[src/rtl/pjpt_pkg.sv]
// Shared types and codes for the priority job pool table.
package pjpt_pkg;

  typedef enum logic [3:0] {
    CMD_PUSH     = 4'd0,
    CMD_SET_CUR  = 4'd1,
    CMD_PUT      = 4'd2,
    CMD_SELECT   = 4'd3,
    CMD_MARK     = 4'd4,
    CMD_DEL_CUR  = 4'd5,
    CMD_DEL_ALL  = 4'd6,
    CMD_READ_CUR = 4'd7,
    CMD_READ_RES = 4'd8
  } cmd_e;

  typedef enum logic [2:0] {
    ST_OK         = 3'd0,
    ST_NOT_FOUND  = 3'd1,
    ST_EMPTY      = 3'd2,
    ST_FULL       = 3'd3,
    ST_NO_CURRENT = 3'd4
  } status_e;

  typedef enum logic [1:0] {
    PROG_WAITING  = 2'd0,
    PROG_IN_USE   = 2'd1,
    PROG_COMPUTED = 2'd2
  } prog_e;

  typedef enum logic [1:0] {
    FSM_IDLE = 2'd0,
    FSM_SCAN = 2'd1,
    FSM_DONE = 2'd2,
    FSM_OUT  = 2'd3
  } fsm_e;

endpackage

[src/rtl/pjpt_cell.sv]
// One table slot: holds an entry and compares it against the token passing by.
module pjpt_cell #(
  parameter int unsigned HW = 32,
  parameter int unsigned IW = 4
) (
  input  logic          clk_i,
  input  logic          rst_ni,
  // token from the left neighbor
  input  logic          tk_vld_i,
  input  logic          tk_hit_i,     // best found so far
  input  logic [IW-1:0] tk_idx_i,
  input  logic [7:0]    tk_prio_i,
  input  logic [31:0]   tk_age_i,
  input  logic          tk_free_i,    // free slot seen
  input  logic [IW-1:0] tk_fidx_i,
  input  logic          tk_any_i,     // any used seen
  output logic          tk_vld_o,
  output logic          tk_hit_o,
  output logic [IW-1:0] tk_idx_o,
  output logic [7:0]    tk_prio_o,
  output logic [31:0]   tk_age_o,
  output logic          tk_free_o,
  output logic [IW-1:0] tk_fidx_o,
  output logic          tk_any_o,
  // command context, stable during a scan
  input  logic [IW-1:0] my_idx_i,
  input  logic          mode_sel_i,   // 1 select by priority, 0 match id
  input  logic [31:0]   key_id_i,
  input  logic [31:0]   stamp_i,
  // writes
  input  logic          clr_all_i,
  input  logic          free_i,
  input  logic          push_i,
  input  logic          upd_i,
  input  logic [1:0]    upd_prog_i,
  input  logic [HW-1:0] upd_oh_i,
  input  logic [31:0]   w_id_i,
  input  logic [7:0]    w_prio_i,
  input  logic [HW-1:0] w_ih_i,
  // entry view
  output logic          used_o,
  output logic [31:0]   id_o,
  output logic [7:0]    prio_o,
  output logic [1:0]    prog_o,
  output logic [HW-1:0] ih_o,
  output logic [HW-1:0] oh_o
);
  logic used_q;
  logic [31:0] id_q, stamp_q;
  logic [7:0] prio_q;
  logic [1:0] prog_q;
  logic [HW-1:0] ih_q, oh_q;
  logic [31:0] age;
  logic cand, better;

  assign age = stamp_i - stamp_q;
  always_comb begin
    if (mode_sel_i) begin
      cand = used_q && (prog_q == pjpt_pkg::PROG_WAITING);
      better = !tk_hit_i || (prio_q > tk_prio_i) ||
               ((prio_q == tk_prio_i) && (age > tk_age_i));
    end else begin
      cand = used_q && (id_q == key_id_i);
      better = !tk_hit_i || (age > tk_age_i);
    end
  end

  always_ff @(posedge clk_i or negedge rst_ni) begin
    if (!rst_ni) begin
      tk_vld_o <= 1'b0;
      tk_hit_o <= 1'b0;
      tk_free_o <= 1'b0;
      tk_any_o <= 1'b0;
    end else begin
      tk_vld_o <= tk_vld_i;
      tk_hit_o <= tk_hit_i || cand;
      tk_free_o <= tk_free_i || !used_q;
      tk_any_o <= tk_any_i || used_q;
    end
  end

  always_ff @(posedge clk_i) begin
    tk_idx_o <= (cand && better) ? my_idx_i : tk_idx_i;
    tk_prio_o <= (cand && better) ? prio_q : tk_prio_i;
    tk_age_o <= (cand && better) ? age : tk_age_i;
    tk_fidx_o <= (!tk_free_i && !used_q) ? my_idx_i : tk_fidx_i;
  end

  always_ff @(posedge clk_i or negedge rst_ni) begin
    if (!rst_ni) begin
      used_q <= 1'b0;
    end else if (clr_all_i || free_i) begin
      used_q <= 1'b0;
    end else if (push_i) begin
      used_q <= 1'b1;
    end
  end

  always_ff @(posedge clk_i) begin
    if (push_i) begin
      id_q <= w_id_i;
      prio_q <= w_prio_i;
      prog_q <= pjpt_pkg::PROG_WAITING;
      ih_q <= w_ih_i;
      oh_q <= '0;
      stamp_q <= stamp_i;
    end else if (upd_i) begin
      prog_q <= upd_prog_i;
      oh_q <= upd_oh_i;
    end
  end

  assign used_o = used_q;
  assign id_o = id_q;
  assign prio_o = prio_q;
  assign prog_o = prog_q;
  assign ih_o = ih_q;
  assign oh_o = oh_q;
endmodule

[config.mk]
export PLATFORM = sky130hd
export DESIGN_NAME = pjpt_cell
export DESIGN_NICKNAME = d
export VERILOG_FILES = /design/src/rtl/pjpt_pkg.sv /design/src/rtl/pjpt_cell.sv
export SDC_FILE = /design/constraint.sdc
export NUM_CORES = 1
export LEC_CHECK = 0
export BUFFER_PORTS_ARGS = -buffer_cell sky130_fd_sc_hd__clkbuf_2
export CAP_MARGIN = 5
export CORE_AREA = 4 4 194 102
export CTS_BUF_LIST = sky130_fd_sc_hd__clkbuf_4 sky130_fd_sc_hd__clkbuf_8 sky130_fd_sc_hd__clkbuf_16
export DETAILED_ROUTE_END_ITERATION = 10
export DIE_AREA = 0 0 198 106
export GPL_ROUTABILITY_DRIVEN = 0
export HOLD_SLACK_MARGIN = 0.06
export PLACE_DENSITY_LB_ADDON = 0.25
export SYNTH_ARGS = -nofsm -noshare
export SYNTH_HDL_FRONTEND = slang
export SYNTH_SLANG_ARGS = --single-unit
[constraint.sdc]
create_clock -name clk_i -period 11 [get_ports clk_i]
set_input_delay 2.2 -clock clk_i [delete_from_list [all_inputs] [get_ports clk_i]]
set_output_delay 2.2 -clock clk_i [all_outputs]
set_load 0.02 [all_outputs]
Yosys cells after proc, flatten, opt, wreduce, memory -nomap -nowiden
Cells that the tools add are included.
{"block": "op_classes", "n_addsub": 1, "multipliers": 0, "n_div": 0, "magnitude_cmp": 2, "eq_ne": 2, "shifts": 0, "muxes": 8, "bitwise": 0, "n_reduce_logical": 17}
{"operator": "equality test 32 bit", "n": 1}
{"operator": "> comparator 32 bit", "n": 1}
{"operator": "2-to-1 mux 32 bit", "n": 1}
{"operator": "subtractor 32 bit", "n": 1}
{"operator": "equality test 8 bit", "n": 1}
{"operator": "> comparator 8 bit", "n": 1}
{"operator": "2-to-1 mux 4 bit", "n": 2}
{"operator": "2-to-1 mux 8 bit", "n": 1}
{"operator": "logical OR 1 bit", "n": 7}
{"operator": "logical AND 1 bit", "n": 5}
{"operator": "2-to-1 mux 1 bit", "n": 4}
{"operator": "logical NOT 1 bit", "n": 3}
{"operator": "logical NOT 2 bit", "n": 1}
{"operator": "nonzero test 2 bit", "n": 1}
{"block": "word_totals", "reg_bits": 191, "latchBits": 0, "mem_bits_rw": 0, "mem_bits_ro": 0, "input_bits": 233, "output_inout_bits": 159, "elab_cells": 45, "memories": 0}

Longest topological paths before layout
Gate-level depths: netlist of run 1.
{"block": "logic_depth", "ltp_word": 7, "depth_mapped": 22, "ltp_nobuf": 20}

Worst setup path before layout of run 1
No wires, ideal clock.
{"block": "synth_timing", "kind": "input to register", "start": "input port stamp_i[16]", "end": "register tk_prio_o[0]", "setup_ps": 123, "arrival_ps": 5877, "required_time_ps": 10877, "slack_ps": 5000, "stages": 18, "n_path_buf": 2, "cell_sequence": "ha_1 > a21o_1 > a21oi_1 > o21ai_0 > o211ai_1 > a41oi_1 > and4_1 > or2_2 > xnor2_1 > ha_1 > nand4_1 > nor4bb_1 > o31a_1 > nor3_2 > a211oi_2 > buf_4 > buf_6 > mux2_1"}
{"block": "synth_between", "elab_chain_len": 7, "elab_cells_between_ends": 8, "cone_classes": "1 x add/sub; 1 x order compare; 2 x mux; 4 x reduce/logical"}
{"element": "start, declared", "line": "pjpt_cell.sv:29", "text": "input logic [31:0] stamp_i,"}
{"element": "subtractor 32 bit (*)", "line": "pjpt_cell.sv:56", "text": "assign age = stamp_i - stamp_q;"}
{"element": "> comparator 32 bit (*)", "line": "pjpt_cell.sv:61, pjpt_cell.sv:64"}
{"element": "logical AND 1 bit", "line": "pjpt_cell.sv:61", "text": "((prio_q == tk_prio_i) && (age > tk_age_i));"}
{"element": "logical OR 1 bit", "line": "pjpt_cell.sv:60", "text": "better = !tk_hit_i || (prio_q > tk_prio_i) ||"}
{"element": "2-to-1 mux 1 bit (*)", "line": "pjpt_cell.sv:58", "text": "if (mode_sel_i) begin"}
{"element": "logical AND 1 bit (*)", "line": "pjpt_cell.sv:84", "text": "tk_prio_o <= (cand && better) ? prio_q : tk_prio_i;"}
{"element": "2-to-1 mux 8 bit (*)", "line": "pjpt_cell.sv:84"}
{"element": "end signal, assigned", "line": "pjpt_cell.sv:84"}
{"element": "end, declared", "line": "pjpt_cell.sv:20", "text": "output logic [7:0] tk_prio_o,"}
Every way passes the cells marked *; elsewhere a longest branch is shown, timed or not.
A chain may end at the register's enable or synchronous reset.

Final worst setup path of run 1
{"block": "layout_timing", "start": "input port stamp_i[4]", "end": "register tk_age_o[30]"}
{"block": "layout_between", "elab_chain_len": 7, "elab_cells_between_ends": 8, "cone_classes": "1 x add/sub; 1 x order compare; 2 x mux; 4 x reduce/logical"}
{"element": "subtractor 32 bit (*)", "line": "pjpt_cell.sv:56"}
{"element": "> comparator 32 bit", "line": "pjpt_cell.sv:61, pjpt_cell.sv:64"}
{"element": "logical AND 1 bit", "line": "pjpt_cell.sv:61"}
{"element": "logical OR 1 bit", "line": "pjpt_cell.sv:60"}
{"element": "2-to-1 mux 1 bit", "line": "pjpt_cell.sv:58"}
{"element": "logical AND 1 bit", "line": "pjpt_cell.sv:85", "text": "tk_age_o <= (cand && better) ? age : tk_age_i;"}
{"element": "2-to-1 mux 32 bit (*)", "line": "pjpt_cell.sv:85"}
{"element": "end signal, assigned", "line": "pjpt_cell.sv:85"}
{"element": "end, declared", "line": "pjpt_cell.sv:21", "text": "output logic [31:0] tk_age_o,"}
Marks and branches as above.

==> results of run 1 <==
-- path summary, 6_finish.rpt --
kind,startpoint,end,slack (ps)
max,stamp_i[4],tk_age_o[30],3570
min,oh_o[20],oh_o[20],500
max reg2reg,stamp_q[4],tk_age_o[30],5080
min reg2reg,oh_o[20],oh_o[20],500
max in group asynchronous,rst_ni,tk_hit_o,9260
min in group asynchronous,rst_ni,tk_vld_o,1580
-- layout make-up --
cell class,count,area share
clock buffer,17,0.0355
clock inverter,15,0.0117
inverter,83,0.0260
multi-input combinational,526,0.328
sequential,191,0.408
tap,240,0.0251
timing repair buffer,393,0.165
-- power by group through the flow --
stage / clock (mW) / sequential, mW / combinational [mW]
5_1_grt: 0.641 / 0.838 / 0.486
3_3_place_gp: 0 / 0.846 / 0.430
4_1_cts: 0.611 / 0.833 / 0.439
6_report: 0.600 / 0.833 / 0.441
2_1_floorplan: 0 / 0.899 / 0.220
3_5_place_dp: 0 / 0.849 / 0.436
-- registers in the layout (all words and copies together), names as in the netlist, 2 cells and up --
| signal | cells |
|---|---|
| tk_prio_o | 8 |
| id_o | 32 |
| tk_idx_o | 4 |
| prio_o | 8 |
| prog_o | 2 |
| tk_fidx_o | 4 |
| ih_o | 32 |
| stamp_q | 32 |
| tk_age_o | 32 |
| oh_o | 32 |
-- placed cells by master (no fill, tap or decap), types with 10 or more instances in the layout --
cell type,instances
xor2_1,31
inv_1,83
nor2_1,56
clkbuf_16,17
nand2_1,49
a21o_1,12
mux2_1,14
xnor2_1,29
nand4_1,11
mux2i_1,37
edfxtp_1,104
dfxtp_1,82
a21oi_1,47
ha_1,71
o21ai_0,39
o211ai_1,10
clkbuf_2,390
-- worst min-delay path, stage by stage (launching register included) --
cell	delay [ps]
dfxtp_1	330
mux2i_1	70
nor2_1	70
-- stage by stage --
stage / total power [mW] / instances / cell area [sq um] / utilization
floorplan: 1.12 / 819 / 9220 / -
global placement: 1.28 / 1433 / 11400 / 0.632
detailed placement: 1.29 / 1433 / 11400 / 0.632
CTS: 1.88 / 1465 / 12000 / 0.664
global route: 1.97 / 1465 / 12000 / 0.664
finish: 1.87 / 1465 / 12000 / 0.664
-- kinds of logic (layout without fill, tap and decap cells) --
logic type | Yosys count | in the layout | synth area share
AO/OA/AOI/OAI | 159 | 159 | 0.110
XOR/XNOR | 60 | 60 | 0.0570
adder cells (fa/ha/maj) | 72 | 72 | 0.0985
buffers and inverters | 102 | 508 | 0.0446
flip-flops | 191 | 191 | 0.530
multiplexers | 56 | 56 | 0.0634
AND/OR/NAND/NOR | 179 | 179 | 0.0963
-- per-layer routing --
metal / track usage / vias to the layer above / part of all wire
met5: 0 / - / 0
met4: 0.0791 / 0 / 0.022
met3: 0.0475 / 38 / 0.068
met2: 0.387 / 303 / 0.45
met1: 0.355 / 3591 / 0.46
li1: - / 3723 / -
==> results.cfg, run 1 <==
[sta]
drv_slew = 0
grt_setup_unrepaired = no
min_period_over_period = 0.675
holdWs_ps = 504
setup_ws_ps = 3570
slew_headroom = 0.220
setup_tns_ps = 0
max_freq_mhz = 135
setup_viol = 0
min_period_ps = 7430
tightest_slew_ps = 1170
hold_viol = 0
skew_ps = 14.2

[floorplanning]
rows = 35
coreArea_sq_um = 18000
die_x_um = 198
die_y_um = 106
initial_core_util = 0.511
io_pins = 392
dieArea_sq_um = 21000

[yosys]
synthTopCellsByCount = 104 x edfxtp_1, 83 x inv_1, 82 x dfxtp_1, 71 x ha_1, 56 x nor2_1
async_flop_share = 0.0262
ys_seq_area_frac = 0.530
avgSynthCellArea_sq_um = 11.3
synth.net_count = 1124
netlist.area_leader.share = 0.339
synth-edff-count = 104
synth_area_leaders = edfxtp_1 34%, dfxtp_1 18%, ha_1 9.6%
yosysMostFrequentCell = edfxtp_1
yosysWarnings = 0
syn-instance-count = 819
netlist-cell-type-count = 63
ys.flop_type = edfxtp_1
yosys_register_bits = 191
syn-cell-area_sq_um = 9220
synth_area_leader_cell = edfxtp_1

[worst_setup_path]
cp_common_cell = ha_1
arrival_ps = 7780
critPathKind = in2reg
critPathSlowestCell = a211oi_4
crit_chain = clkbuf_2, ha_1, a21oi_1, nand2_1, a311o_1, a311oi_1, a211oi_1, a2111oi_1, nor2_1, ha_1, nand4_1, nor4bb_1, o31a_1, nor3_2, a211oi_4, buf_4, or4b_1, o221ai_2
critPathTopFamily = compound AO/OA/AOI/OAI gates
start_kind = input port
cp_num_cells = 18
required_ps = 11350
critPathMaxFanout = 54
max_stage_delay_ps = 750
cp-end-kind = flop
ff2ff_path_depth = 18
path_buf_inv = 2

[placed_design]
post-dp-hpwl_mm = 22.5
portBuffers = 391
pre_cts_ws_ps = 3270

[clock_tree]
clock_latency_ps = 430
cts_buffers = 17
h-tree-depth = 4
path_clk_slew_ps = 80
postCtsResizedCells = 0
post_cts_buffers = 0
cts_root_buf = clkbuf_16
cts_tree = built
cts.sink_count = 191
cts_max_path_buffers = 2
cts_hold_buf = 0

[pwr]
power_frac_seq = 0.444
switching_share = 0.313
total_leakage_power_nw = 5.79
power_density_nw_per_um2 = 157
power.net_switching_mw = 0.587
comb_power_share = 0.235
ir_drop_mv = 0.119
clkPwrFrac = 0.320
p_int_mw = 1.29

[drt]
dr.pass1.iters = 5
vias = 7655
vias_per_cell = 5.23
drt_wl_total_mm = 27.1
drt_iter0_drc = 629
antenna_left = 0
route.detailed.drc = 0
wl_per_cell_um = 18.5

[finish]
fillCellCount = 1461
areaGrowthSynthToFinish_pct = 29.8
layout-drive-gt1-share = 0.360
diodes = 0
nets = 1517
multi_input_area_sq_um = 3930
seqCellArea_sq_um = 4890

[global_route]
grt_max_degree = 73
grt_pass1_vias = 7210
grt.overflow.total = 0
grt_pass1_wl_mm = 40.3
grt_util_all_layers = 0.250
antenna_found_initial = 0

[min_path]
min_path_cells = 2
hold_class = reg2reg

[status]
status = completed

[run]
drv_cap = 0
(Power assumes the default switching activity.)
==> inputs of run 2 (changes only) <==
--- a/config.mk
+++ b/config.mk
@@ -7,10 +7,10 @@
 export LEC_CHECK = 0
 export BUFFER_PORTS_ARGS = -buffer_cell sky130_fd_sc_hd__clkbuf_2
 export CAP_MARGIN = 5
-export CORE_AREA = 4 4 194 102
+export CORE_AREA = 4 4 210 110
 export CTS_BUF_LIST = sky130_fd_sc_hd__clkbuf_4 sky130_fd_sc_hd__clkbuf_8 sky130_fd_sc_hd__clkbuf_16
 export DETAILED_ROUTE_END_ITERATION = 10
-export DIE_AREA = 0 0 198 106
+export DIE_AREA = 0 0 214 114
 export GPL_ROUTABILITY_DRIVEN = 0
 export HOLD_SLACK_MARGIN = 0.06
 export PLACE_DENSITY_LB_ADDON = 0.25
==> constraint.sdc (replaced) <==
create_clock -name clk_i -period 6.25 [get_ports clk_i]
set_input_delay 1.25 -clock clk_i [delete_from_list [all_inputs] [get_ports clk_i]]
set_output_delay 1.25 -clock clk_i [all_outputs]
set_load 0.02 [all_outputs]
==> run 2 against run 1 <==
  * Combinational power grew 78%
  * First-iteration DRC count grew 12%
  * Worst setup slack lost 3000 ps
  * Cell count grew 3.1%
  * Sequential power grew 76%
  * Clock skew shrank 4.0 ps
  * Core utilization shrank 9.5 points
  * Clock power grew 82%
  * Register-to-register slack lost 4000 ps
  * Non-clock buffer count grew 4
  * Critical endpoint is now tk_idx_o[3]
  * Highest routed layer is now met5
==> results.cfg, run 2 (synthesis results as in run 1) <==
[drt]
antenna_left = 0
wl_per_cell_um = 19.2
drt_wl_total_mm = 29.1
vias = 7619
vias_per_cell = 5.04
drt_iter0_drc = 704
dr.pass1.iters = 5
route.detailed.drc = 0

[min_path]
holdCritStartpoint = oh_o[6]
min_path_cells = 2
hold_class = reg2reg
holdPathEnd = oh_o[6]

[clock_tree]
clock_latency_ps = 450
post_cts_buffers = 0
cts_max_path_buffers = 2
cts_hold_buf = 0
path_clk_slew_ps = 70
cts_root_buf = clkbuf_16
cts.sink_count = 191
h-tree-depth = 4
cts_tree = built
postCtsResizedCells = 0
cts_buffers = 17

[floorplanning]
coreArea_sq_um = 21300
die_y_um = 114
dieArea_sq_um = 24400
rows = 38
initial_core_util = 0.434
die_x_um = 214
io_pins = 392

[worst_setup_path]
required_ps = 6590
critPathKind = in2reg
cp-end-kind = flop
start_kind = input port
ff2ff_path_depth = 17
r2r_slack_ps = 1070
critPathMaxFanout = 19
timing.rr.start = stamp_q[4]
r2r-end = tk_idx_o[3]
arrival_ps = 6040

[finish]
layout-drive-gt1-share = 0.361
final_cell_mix = 390 x clkbuf_2, 104 x edfxtp_1, 83 x inv_1, 82 x dfxtp_1, 71 x ha_1
mostFrequentLayoutCell = clkbuf_2
final_cell_count_no_fill = 1511
areaGrowthSynthToFinish_pct = 31.1
nets = 1521

[pwr]
ir_drop_mv = 0.171
total_leakage_power_nw = 5.82
power_density_nw_per_um2 = 276

[sta]
hold_viol = 0
setup_tns_ps = 0
setup_viol = 0
holdWs_ps = 498
min_period_over_period = 0.912
max_freq_mhz = 175
grt_setup_unrepaired = no
skew_ps = 10.2
drv_slew = 0
tightest_slew_ps = 1180
slew_headroom = 0.211
min_period_ps = 5700

[global_route]
grt_pass1_wl_mm = 43.5
grt_util_all_layers = 0.234
grt_pass1_vias = 7411
grt_max_degree = 58
antenna_found_initial = 3
grt.overflow.total = 0

[status]
status = completed

[placed_design]
portBuffers = 391
dpl.cell_count = 1477
post-dp-hpwl_mm = 24.2

[run]
drv_cap = 0
[run 2: cell types whose count changed in the layout (fill, tap and decap cells not counted)]
cell	before	now
diode_2	0	2
clkbuf_16	17	18
clkinv_2	3	2
buf_12	0	1
inv_6	5	2
clkbuf_8	0	1
buf_4	2	5
bufinv_16	0	1
inv_4	0	2
clkbuf_4	0	2
clkinv_4	1	2
clkinv_1	0	1
inv_8	5	1
clkinv_8	1	0
[run 2: cell type report]
class | instances | area [sq um]
Antenna cell | 2 | 5.00
Clock buffer | 21 | 479
Clock inverter | 11 | 103
Fill cell | 1931 | 9170
Inverter | 83 | 312
Multi-Input combinational cell | 526 | 3930
Sequential cell | 191 | 4890
Tap cell | 280 | 350
Timing Repair Buffer | 397 | 2020
[run 2: how the worst max path moves through the flow]
stage / start / end / depth (start not counted)
2_1_floorplan: stamp_i[16] / tk_prio_o[0] / 18
3_3_place_gp: stamp_i[4] / tk_idx_o[3] / 17
3_5_place_dp: stamp_i[4] / tk_idx_o[2] / 17
4_1_cts: stamp_i[4] / tk_idx_o[2] / 17
5_1_grt: stamp_i[4] / tk_idx_o[1] / 17
6_report: stamp_i[4] / tk_idx_o[3] / 17
[run 2: per-layer routing]
| metal | GRT usage | up-vias | share of wire |
|---|---|---|---|
| met4 | 0.0578 | 2 | 0.014 |
| met1 | 0.326 | 3615 | 0.47 |
| met5 | 0 | - | 0.00045 |
| met2 | 0.361 | 245 | 0.45 |
| met3 | 0.0724 | 34 | 0.065 |
| li1 | - | 3723 | - |
[run 2: metrics by stage]
| stage | area [sq um] | util | setup WS (ps) | power (mW) |
|---|---|---|---|---|
| detailed placement | 11500 | 0.541 | 188 | 2.27 |
| global route | 12100 | 0.569 | 218 | 3.51 |
| global placement | 11500 | 0.541 | 400 | 2.26 |
| floorplan | 9220 | - | 1200 | 1.97 |
| CTS | 12100 | 0.568 | 657 | 3.35 |
| finish | 12100 | 0.569 | 551 | 3.34 |
[run 2: critical path: stages]
cell,delay (ps)
clkbuf_2,90
ha_1,350
a21oi_1,440
nand2_1,180
a311o_1,390
a311oi_1,310
a211oi_1,130
a2111oi_1,550
nor2_1,110
ha_1,320
nand4_1,100
nor4bb_1,470
o31a_1,240
nor3_2,60
a211oi_4,380
buf_4,300
mux2_2,350
[run 2: report_power, final]
part           leakage (nW)  total, mW  internal (mW)  switching (mW)
Clock                 0.294       1.09          0.596           0.490
Combinational          3.76      0.783          0.312           0.471
Sequential             1.76       1.47           1.42          0.0440
Total                  5.82       3.34           2.33            1.01
